**src/design/trace_step_controller_top_assert.svh**
```systemverilog
// assertion macros for the trace step controller
// clocked on i_clk with synchronous active-low i_rst_n of the using module
`ifndef TRACE_STEP_CONTROLLER_TOP_ASSERT_SVH
`define TRACE_STEP_CONTROLLER_TOP_ASSERT_SVH

`ifndef SYNTHESIS
`define TSC_ASSERT(label, prop) \
    label: assert property (@(posedge i_clk) disable iff (!i_rst_n) (prop)) \
        else $error("tsc assertion failed");
`define TSC_ASSERT_ALWAYS(label, prop) \
    label: assert property (@(posedge i_clk) (prop)) \
        else $error("tsc assertion failed");
`else
`define TSC_ASSERT(label, prop)
`define TSC_ASSERT_ALWAYS(label, prop)
`endif

`endif

```
**src/design/tsc_pkg.sv**
```systemverilog
// types, codes and constants shared by the trace step controller
// no dependencies
`timescale 1ns / 1ps

package tsc_pkg;

    localparam int unsigned MAX_INSTR_LIMIT = 1048576;
    localparam int CNT_W = 31;

    typedef enum logic [3:0] {
        MODE_IDLE      = 4'd0,
        MODE_STEP_IN   = 4'd1,
        MODE_STEP_OUT  = 4'd2,
        MODE_PROC_IN   = 4'd3,
        MODE_PROC_OUT  = 4'd4,
        MODE_STEP_CNT  = 4'd5,
        MODE_PROC_CNT  = 4'd6,
        MODE_STEP_COND = 4'd7,
        MODE_PROC_COND = 4'd8,
        MODE_RET       = 4'd9,
        MODE_RECOVER   = 4'd10
    } t_mode;

    typedef enum logic [1:0] {
        ACT_NONE = 2'd0,
        ACT_STEP = 2'd1,
        ACT_OVER = 2'd2
    } t_action;

    typedef enum logic [1:0] {
        CFG_TRACE_MODE  = 2'd0,
        CFG_RANGE_START = 2'd1,
        CFG_RANGE_END   = 2'd2,
        CFG_STEP_COUNT  = 2'd3
    } t_cfg_idx;

    typedef enum logic {
        CMD_ARM  = 1'b0,
        CMD_STEP = 1'b1
    } t_cmd;

    localparam logic [7:0] OP_RET      = 8'hC3;
    localparam logic [7:0] OP_RET_IMM  = 8'hC2;
    localparam logic [7:0] OP_RETF     = 8'hCB;
    localparam logic [7:0] OP_RETF_IMM = 8'hCA;
    localparam logic [7:0] OP_IRET     = 8'hCF;

    typedef struct packed {
        logic [3:0]       trace_mode;
        logic [31:0]      range_start;
        logic [31:0]      range_end;
        logic [CNT_W-1:0] step_count;
    } t_cfg;

    typedef struct packed {
        logic        cmd;
        logic [31:0] exec_address;
        logic [7:0]  opcode_byte;
        logic        opcode_ok;
        logic        condition_met;
    } t_item;

    typedef struct packed {
        logic    handled;
        t_action next_action;
        logic    limit_hit;
    } t_result;

    function automatic logic is_ret_opcode(input logic [7:0] op);
        return op == OP_RET || op == OP_RET_IMM || op == OP_RETF ||
               op == OP_RETF_IMM || op == OP_IRET;
    endfunction

endpackage

```
**src/design/trace_step_controller_top.sv**
```systemverilog
// Trace step controller: one result beat for every input beat.
// An accepted beat is held in the input register; its result moves into the result register when the held beat fires.
// Throughput: one beat per cycle while i_out_ready holds; set by the mode/counter update loop.
// Reset (synchronous, i_rst_n low): config registers zero, mode idle, counter zero,
// both pipeline registers empty.
// depends on tsc_pkg, tsc_cfg_regs and tsc_step_core
`timescale 1ns / 1ps

module trace_step_controller_top import tsc_pkg::*; (
    input  logic        i_clk,
    input  logic        i_rst_n,
    input  logic        i_cfg_we,
    input  logic [1:0]  i_cfg_idx,
    input  logic [31:0] i_cfg_data,
    input  logic        i_in_valid,
    output logic        o_in_ready,
    input  logic        i_cmd,
    input  logic [31:0] i_exec_address,
    input  logic [7:0]  i_opcode_byte,
    input  logic        i_opcode_ok,
    input  logic        i_condition_met,
    output logic        o_out_valid,
    input  logic        i_out_ready,
    output logic        o_handled,
    output logic [1:0]  o_next_action,
    output logic        o_limit_hit
);

    t_cfg    w_cfg;
    t_result w_res;
    t_item   r_item;
    logic    r_in_valid;
    t_result r_res;
    logic    r_out_valid;
    logic    w_fire;

    tsc_cfg_regs u_cfg (
        .i_clk      (i_clk),
        .i_rst_n    (i_rst_n),
        .i_cfg_we   (i_cfg_we),
        .i_cfg_idx  (i_cfg_idx),
        .i_cfg_data (i_cfg_data),
        .o_cfg      (w_cfg)
    );

    tsc_step_core u_core (
        .i_clk    (i_clk),
        .i_rst_n  (i_rst_n),
        .i_fire   (w_fire),
        .i_item   (r_item),
        .i_cfg    (w_cfg),
        .o_result (w_res)
    );

    // process the held beat whenever the result register is free or draining
    assign w_fire     = r_in_valid && (!r_out_valid || i_out_ready);
    assign o_in_ready = !r_in_valid || w_fire;

    always_ff @(posedge i_clk) begin
        if (!i_rst_n) begin
            r_in_valid  <= 1'b0;
            r_out_valid <= 1'b0;
        end else begin
            if (o_in_ready) begin
                r_in_valid <= i_in_valid;
            end
            if (w_fire) begin
                r_out_valid <= 1'b1;
            end else if (i_out_ready) begin
                r_out_valid <= 1'b0;
            end
        end
    end

    always_ff @(posedge i_clk) begin
        if (o_in_ready && i_in_valid) begin
            r_item <= '{cmd: i_cmd, exec_address: i_exec_address,
                        opcode_byte: i_opcode_byte, opcode_ok: i_opcode_ok,
                        condition_met: i_condition_met};
        end
        if (w_fire) begin
            r_res <= w_res;
        end
    end

    assign o_out_valid   = r_out_valid;
    assign o_handled     = r_res.handled;
    assign o_next_action = r_res.next_action;
    assign o_limit_hit   = r_res.limit_hit;

endmodule

```
**src/design/tsc_cfg_regs.sv**
```systemverilog
// configuration register bank of the trace step controller
// depends on tsc_pkg
`timescale 1ns / 1ps

module tsc_cfg_regs import tsc_pkg::*; (
    input  logic        i_clk,
    input  logic        i_rst_n,
    input  logic        i_cfg_we,
    input  logic [1:0]  i_cfg_idx,
    input  logic [31:0] i_cfg_data,
    output t_cfg        o_cfg
);

    t_cfg r_cfg;
    t_cfg n_cfg;

    always_comb begin
        n_cfg = r_cfg;
        if (i_cfg_we) begin
            case (t_cfg_idx'(i_cfg_idx))
                CFG_TRACE_MODE:  n_cfg.trace_mode  = i_cfg_data[3:0];
                CFG_RANGE_START: n_cfg.range_start = i_cfg_data;
                CFG_RANGE_END:   n_cfg.range_end   = i_cfg_data;
                CFG_STEP_COUNT:  n_cfg.step_count  = i_cfg_data[CNT_W-1:0];
                default:         n_cfg = r_cfg;
            endcase
        end
    end

    always_ff @(posedge i_clk) begin
        if (!i_rst_n) begin
            r_cfg <= '0;
        end else begin
            r_cfg <= n_cfg;
        end
    end

    assign o_cfg = r_cfg;

endmodule

```
**src/design/tsc_step_core.sv**
```systemverilog
// trace mode state, step counter and the per-step stop decision
// depends on tsc_pkg and trace_step_controller_top_assert.svh
`timescale 1ns / 1ps
`include "trace_step_controller_top_assert.svh"

module tsc_step_core import tsc_pkg::*; (
    input  logic    i_clk,
    input  logic    i_rst_n,
    input  logic    i_fire,
    input  t_item   i_item,
    input  t_cfg    i_cfg,
    output t_result o_result
);

    t_mode            r_mode;
    t_mode            n_mode;
    logic [CNT_W-1:0] r_cnt;
    logic [CNT_W-1:0] n_cnt;
    t_result          w_res;
    logic             w_inside;
    logic [CNT_W-1:0] w_cnt_inc;
    logic             w_lim;

    localparam logic [CNT_W-1:0] C_LIMIT = CNT_W'(MAX_INSTR_LIMIT);

    assign w_inside  = (i_item.exec_address >= i_cfg.range_start) &&
                       (i_item.exec_address < i_cfg.range_end);
    assign w_cnt_inc = r_cnt + CNT_W'(1);
    assign w_lim     = w_cnt_inc >= C_LIMIT;

    always_comb begin
        n_mode = r_mode;
        n_cnt  = r_cnt;
        w_res  = '{handled: 1'b0, next_action: ACT_NONE, limit_hit: 1'b0};
        if (t_cmd'(i_item.cmd) == CMD_ARM) begin
            // undefined codes arm as idle
            n_mode = (i_cfg.trace_mode > 4'(MODE_RECOVER)) ? MODE_IDLE
                                                          : t_mode'(i_cfg.trace_mode);
            if (n_mode == MODE_STEP_CNT || n_mode == MODE_PROC_CNT) begin
                n_cnt = i_cfg.step_count;
            end else begin
                n_cnt = '0;
            end
        end else begin
            case (r_mode)
                MODE_STEP_IN, MODE_PROC_IN, MODE_STEP_OUT, MODE_PROC_OUT: begin
                    if (w_inside == (r_mode == MODE_STEP_IN || r_mode == MODE_PROC_IN)) begin
                        n_mode        = MODE_IDLE;
                        n_cnt         = '0;
                        w_res.handled = 1'b1;
                    end else begin
                        w_res.next_action = (r_mode == MODE_STEP_IN || r_mode == MODE_STEP_OUT)
                                            ? ACT_STEP : ACT_OVER;
                    end
                end
                MODE_STEP_CNT, MODE_PROC_CNT: begin
                    // counter never goes negative, so stop when it was zero or one
                    if (r_cnt <= CNT_W'(1)) begin
                        n_mode        = MODE_IDLE;
                        n_cnt         = '0;
                        w_res.handled = 1'b1;
                    end else begin
                        n_cnt             = r_cnt - CNT_W'(1);
                        w_res.next_action = (r_mode == MODE_STEP_CNT) ? ACT_STEP : ACT_OVER;
                    end
                end
                MODE_STEP_COND, MODE_PROC_COND, MODE_RET: begin
                    if ((r_mode == MODE_RET) ? (i_item.opcode_ok &&
                                                is_ret_opcode(i_item.opcode_byte))
                                             : i_item.condition_met) begin
                        n_mode        = MODE_IDLE;
                        n_cnt         = '0;
                        w_res.handled = 1'b1;
                    end else if (w_lim) begin
                        n_mode          = MODE_IDLE;
                        n_cnt           = '0;
                        w_res.limit_hit = 1'b1;
                    end else begin
                        n_cnt             = w_cnt_inc;
                        w_res.next_action = (r_mode == MODE_STEP_COND) ? ACT_STEP : ACT_OVER;
                    end
                end
                MODE_RECOVER: begin
                    n_mode = MODE_IDLE;
                    n_cnt  = '0;
                end
                default: begin
                    n_mode        = MODE_IDLE;
                    n_cnt         = '0;
                    w_res.handled = 1'b1;
                end
            endcase
        end
    end

    always_ff @(posedge i_clk) begin
        if (!i_rst_n) begin
            r_mode <= MODE_IDLE;
            r_cnt  <= '0;
        end else if (i_fire) begin
            r_mode <= n_mode;
            r_cnt  <= n_cnt;
        end
    end

    assign o_result = w_res;

    // a stop or a give-up always leaves the block idle
    `TSC_ASSERT(a_stop_goes_idle,
        (i_fire && (w_res.handled || w_res.limit_hit)) |=> (r_mode == MODE_IDLE))
    // idle always carries a cleared counter
    `TSC_ASSERT(a_idle_cnt_clear, (r_mode == MODE_IDLE) |-> (r_cnt == '0))
    // limit only trips in the up-counting modes
    `TSC_ASSERT(a_limit_mode,
        w_res.limit_hit |-> (r_mode == MODE_STEP_COND || r_mode == MODE_PROC_COND ||
                             r_mode == MODE_RET))
    // up-counting modes stay below the limit
    `TSC_ASSERT(a_cnt_below_limit,
        (r_mode == MODE_STEP_COND || r_mode == MODE_PROC_COND || r_mode == MODE_RET)
        |-> (r_cnt < C_LIMIT))

endmodule

```
**config.mk**
```make
export PLATFORM = sky130hd
export DESIGN_NAME = trace_step_controller_top
export DESIGN_NICKNAME = d
export VERILOG_FILES = /design/src/design/tsc_pkg.sv /design/src/design/trace_step_controller_top.sv /design/src/design/tsc_cfg_regs.sv /design/src/design/tsc_step_core.sv
export VERILOG_INCLUDE_DIRS = /design/src /design/src/design
export SDC_FILE = /design/constraint.sdc
export NUM_CORES = 1
export LEC_CHECK = 0
export BUFFER_PORTS_ARGS = -buffer_cell sky130_fd_sc_hd__clkbuf_2
export CAP_MARGIN = 15
export CORE_UTILIZATION = 50
export DETAILED_ROUTE_END_ITERATION = 8
export GPL_ROUTABILITY_DRIVEN = 0
export PLACE_DENSITY_LB_ADDON = 0.12
export SKIP_LAST_GASP = 1
export SYNTH_ARGS = -nofsm -noshare
export SYNTH_HDL_FRONTEND = slang
export SYNTH_SLANG_ARGS = --single-unit
```
**constraint.sdc**
```tcl
create_clock -name i_clk -period 2.86 [get_ports i_clk]
set_input_delay 0.572 -clock i_clk [delete_from_list [all_inputs] [get_ports i_clk]]
set_output_delay 0.572 -clock i_clk [all_outputs]
set_load 0.005 [all_outputs]
```
=== Word level (Yosys, flattened, before mapping) ===
Cells that the tools add are included.

* Bits in read-only memories: 0
* Bits in latches: 0
* Register bits: 183
* Bits in writable memories: 0
* Input bits: 82
* Memories kept: 0

* Multipliers: 0
* Muxes and demuxes: 30
* Reduce and logical (&&, ||, !) cells: 27
* Divide/modulo/power cells: 0
* Bitwise logic cells: 2
* Order comparisons: 5
* Shift-type cells: 0
* Add/subtract/negate cells: 2
* Eq/ne operators: 24

{| class="wikitable"
|+ Operator list
! cell !! count
|-
| two-way mux 31 bit || 6
|-
| one-hot mux 31 bit (3 select lines) || 1
|-
| equality test 8 bit (second input constant) || 5
|-
| greater-or-equal comparator 32 bit || 1
|-
| < comparator 32 bit || 1
|-
| adder 31 x 1 -> 31 bit (second input constant) || 1
|-
| greater-or-equal comparator 31 x 21 -> 1 bit (second input constant) || 1
|-
| less-or-equal comparator 31 x 1 -> 1 bit (second input constant) || 1
|-
| subtractor 31 x 1 -> 31 bit (second input constant) || 1
|-
| equality test 4 x 3 -> 1 bit (second input constant) || 6
|-
| two-way mux 4 bit || 6
|-
| equality test 4 bit (second input constant) || 3
|-
| two-way mux 2 bit || 6
|-
| one-hot mux 4 bit (3 select lines) || 1
|-
| AND reduction 2 bit || 5
|-
| logical OR 1 bit || 9
|-
| equality test 4 x 2 -> 1 bit (second input constant) || 2
|-
| two-way mux 1 bit || 7
|-
| != test 3 x 2 -> 1 bit (second input constant) || 2
|-
| one-hot mux 2 bit (3 select lines) || 1
|-
| OR reduction 3 bit || 2
|-
| equality test 2 bit (second input constant) || 2
|-
| equality test 4 x 1 -> 1 bit (second input constant) || 1
|-
| greater-than comparator 4 bit (second input constant) || 1
|-
| other kinds (13) || 18
|}

=== Depth between registers and ports, before layout ===
* Depth in word-level cells: 10
* Depth in mapped cells: 12

=== By module ===
A second synthesis with hierarchy kept.

* Cell total of the unflattened synthesis: 1,114
* Area, all modules: 10,129.7 sq um

{| class="wikitable"
|+ By module, submodules not included
! module !! instances !! cells each !! area each (sq um)
|-
| tsc_step_core || 1 || 699 || 4,956.0
|-
| tsc_cfg_regs || 1 || 359 || 3,658.5
|-
| trace_step_controller_top || 1 || 56 || 1,515.2
|}

=== Worst setup path before layout ===
Ideal clock, no wire load.

* Path kind: register to register
* Start point: register r_item[31] (netlist bit)
* End point: register u_core.r_cnt[11]
* Path buffers: 2
* Arrival: 2.879 ns
* Cell stages (with the launch flop): 12
* Required time: 2.730 ns
* Slack: -0.149 ns
* Path through: edfxtp_1 ha_1 and4_1 and4bb_2 a221oi_1 o21ai_0 a311oi_1 o21ai_0 o311ai_2 clkbuf_1 clkbuf_1 o22ai_1

* Word-level cells in the longest chain between the ends: 5
* Elaborated cells between the ends (all ways): 6
* Those cells by class: order compare: 2; eq/ne: 2; reduce/logical: 2

{| class="wikitable"
|+ RTL lines
! what !! RTL line !! text
|-
| start: declaration || trace_step_controller_top.sv:31 || <nowiki>t_item r_item;</nowiki>
|-
| start signal: assignment || trace_step_controller_top.sv:77 || <nowiki>r_item <= '{cmd: i_cmd, exec_address: i_exec_address,</nowiki>
|-
| greater-or-equal comparator 32 bit / < comparator 32 bit (equally long branches) || tsc_step_core.sv:26, tsc_step_core.sv:27 ||
|-
| logical AND 1 bit (*) || tsc_step_core.sv:26 || <nowiki>assign w_inside = (i_item.exec_address >= i_cfg.range_start) &&</nowiki>
|-
| equality test 1 bit (*) || tsc_step_core.sv:47 || <nowiki>if (w_inside == (r_mode == MODE_STEP_IN || r_mode == MODE_PROC_IN)) begin</nowiki>
|-
| != test 3 x 2 -> 1 bit (no source line) (*) || -- ||
|-
| AND reduction 2 bit (no source line) (*) || -- ||
|-
| end signal: assignment || tsc_step_core.sv:102 || <nowiki>r_cnt <= n_cnt;</nowiki>
|-
| end: declaration || tsc_step_core.sv:17 || <nowiki>logic [CNT_W-1:0] r_cnt;</nowiki>
|}

Every way passes the cells marked *; elsewhere a longest branch is shown, timed or not.
A chain may end at the register's enable or synchronous reset.

=== Worst setup path after layout ===
* Start point: register r_item[32] (netlist bit)
* End point: register u_core.r_cnt[29]

Same word-level chain as after synthesis.

==> impl_metrics.ini <==
[synthesis]
syn-instance-count = 1191
synth_top_area_frac = 0.2785
synth_flop_cell = dfxtp_1
yosysSeqAreaShare = 0.4228
syn_area_per_cell_um2 = 8.209
synth_nets = 1339
syn_area_um2 = 9777
synth_seq_cells = 183
synthTopCellsByArea = dfxtp_1 (28%), edfxtp_1 (14%), nand2_1 (9.8%), ha_1 (8.4%), a21oi_1 (7.8%)
ys_warn_count = 0
async_flop_share = 0
ys_types = 67
ys_top_cells_by_count = nand2_1 (256), a21oi_1 (153), dfxtp_1 (136)
yosysMostFrequentCell = nand2_1
synth_edf_count = 47
synth_top_area_cell = dfxtp_1

[floorplan]
dieHeight_um = 141.8
fp.dieArea_um2 = 20120
start_util = 0.5158
fp-row-count = 50
ioPinCount = 88
fp.dieW_um = 141.8
core_area_um2 = 18960

[clock_tree]
cts_made_buffers = 17
cts_root_buf = clkbuf_16
cts_tree = done
clk_path_buf_depth = 2
htree_levels = 4
path_clk_slew_ps = 70
cts_sinks = 183
clk_latency_ps = 440

[timing]
fin_crit_ps = 2953
max_freq_ghz = 0.3386
setup_viol = 27
tns_ps = -1307
period_share = 1.033
rsz0062_at_grt = true
tightest_slew_ps = 744.3
finClkSkew_ps = 12.04
drv_slew = 0
layout_setup_ws_ps = -93.18
hold_violations = 0
relSlewSlack = 0.5038

[detailed_routing]
ant_nets = 0
avgRoutedWirePerCell_um = 16.64
first_pass_iters = 5
drt-initial-drc-count = 684
routed_via_density = 5.610
wl_um = 26460
vias = 8920
drc = 0

[final_layout]
areaGrowthSynthToFinish_pct = 23.77
n_antenna_cell = 0
final_nets = 1465
fin_util = 0.6384
drive_gt1_frac = 0.2218

[global_route]
antenna_found_initial = 0
grt_max_degree = 95
gr-total-overflow = 0
track_usage = 0.2695
grt_pass1_wl_um = 42350
grt_pass1_vias = 8375

[setup_path]
r2r-start = r_item[32]$_DFFE_PP_
max_stage_delay_ps = 410
cp_top_family = compound AO/OA/AOI/OAI gates
setup.worst_path.start_class = register
worst-path-max-fanout = 7
crit_slowest_cell = edfxtp_1
crit_required_ps = 3160
path_cells = ha_1, and4_1, and4bb_2, a221oi_2, o21ai_2, a311oi_4, or2_4, o311ai_4, buf_6, buf_8, buf_16, a21oi_2, o32ai_2
crit_arrival_ps = 3260
critical_path_class = register to register
startpoint = r_item[32]$_DFFE_PP_
cp_num_buf_inv = 3
crit_path_end_kind = register

[power]
vdd.ir_drop.worst_mv = 0.4623
p_leak_nw = 4.524
p_total_w = 0.006044
power.density_nw_per_um2 = 499.5

[job]
drv_cap = 0

[placed_design]
io_buffers = 87
dp_hpwl_um = 17770

[worst_hold_path]
hp-start = i_opcode_byte[3]
hp-class = input pin to register

[status]
status = complete, but fails checks
violations = setup timing
## cell type report
type / instances / area (µm²)
Clock buffer: 18 / 429.2
Clock inverter: 14 / 172.7
Fill cell: 1595 / 6855
Inverter: 76 / 286.5
Multi-Input combinational cell: 851 / 5370
Sequential cell: 183 / 4135
Tap cell: 260 / 325.3
Timing Repair Buffer: 188 / 1381
## registers in the layout, summed over array words and instances (netlist names), 2 cells and up
signal and flops:
u_core.r_cnt 31, r_item 43, u_core.r_mode 4, u_cfg.o_cfg 99, o_next_action 2
## metrics by stage
step | hold WS, ps | worst slack, ps | instance area (µm²) | instances
detailed placement | 446.5 | -186.9 | 10930 | 1543
CTS | 287.5 | -24.52 | 11750 | 1585
finish | 304.0 | -93.18 | 12100 | 1590
global route | 288.9 | -200.3 | 12100 | 1590
global placement | 441.9 | -115.0 | 10930 | 1543
floorplan | 431.8 | 35.71 | 9786 | 1191
## cell usage in the layout (no fill, tap or decap), types with 10 or more instances in the layout
| cell | count |
|---|---|
| a211oi_2 | 11 |
| a21oi_1 | 139 |
| a21oi_2 | 14 |
| buf_4 | 87 |
| clkbuf_16 | 18 |
| clkbuf_2 | 87 |
| dfxtp_1 | 135 |
| edfxtp_1 | 47 |
| ha_1 | 60 |
| inv_1 | 75 |
| nand2_1 | 256 |
| nand3_1 | 25 |
| nand4_1 | 15 |
| nor2_1 | 41 |
| nor3_1 | 30 |
| nor4_1 | 13 |
| o211ai_1 | 10 |
| o21ai_0 | 29 |
| o21ai_1 | 13 |
| o22ai_1 | 10 |
| or3_1 | 12 |
| xnor2_1 | 15 |
| xor2_1 | 10 |
## routing by layer
metal  GRT usage  wire length, µm  vias up  part of all wire
li1            -                -     4433                 -
met5           0                0        -                 0
met4     0.09508              540        0             0.020
met1      0.3575            12110     4180              0.46
met2      0.4408            12470      272              0.47
met3     0.04826             1333       35             0.050
## where the power goes
part	internal (W)	switching [W]
Sequential	0.00275	0.0000627
Combinational	0.000352	0.000436
Clock	0.00138	0.00106
## worst paths after layout
check	slack (ps)	depth (start not counted)	endpoint
min reg2reg	450	2	u_cfg.o_cfg[62]$_SDFFE_PN0P_
max	-90	13	u_core.r_cnt[29]$_SDFFE_PN0P_
max reg2reg	-90	13	u_core.r_cnt[29]$_SDFFE_PN0P_
min	300	1	r_item[5]$_DFFE_PP_
## logic make-up (layout without fill, tap and decap cells)
family,after synthesis,count (layout),synth area share
xor+xnor,25,25,0.02240
flops,183,183,0.4228
buf+inv,157,296,0.06514
compound gates,294,294,0.1783
simple gates,460,460,0.2208
fa+ha+maj,66,66,0.08446
mux,6,6,0.006143
## what timing repair did
item                       CTS  global route
gates cloned                 4             1
gates resized for setup     20            54
setup buffers                6             5
pin swaps                    7            41
setup endpoints to repair   36            36
hold buffers                 0             0
## worst reg2reg max path: cells and delay by family (launching register included)
family / cells / cell delay [ps]
compound gates: 6 / 990
fa+ha+maj: 1 / 310
flops: 1 / 410
simple gates: 3 / 690
buf+inv: 3 / 430
Note: power is estimated with default switching activity, not from simulation.
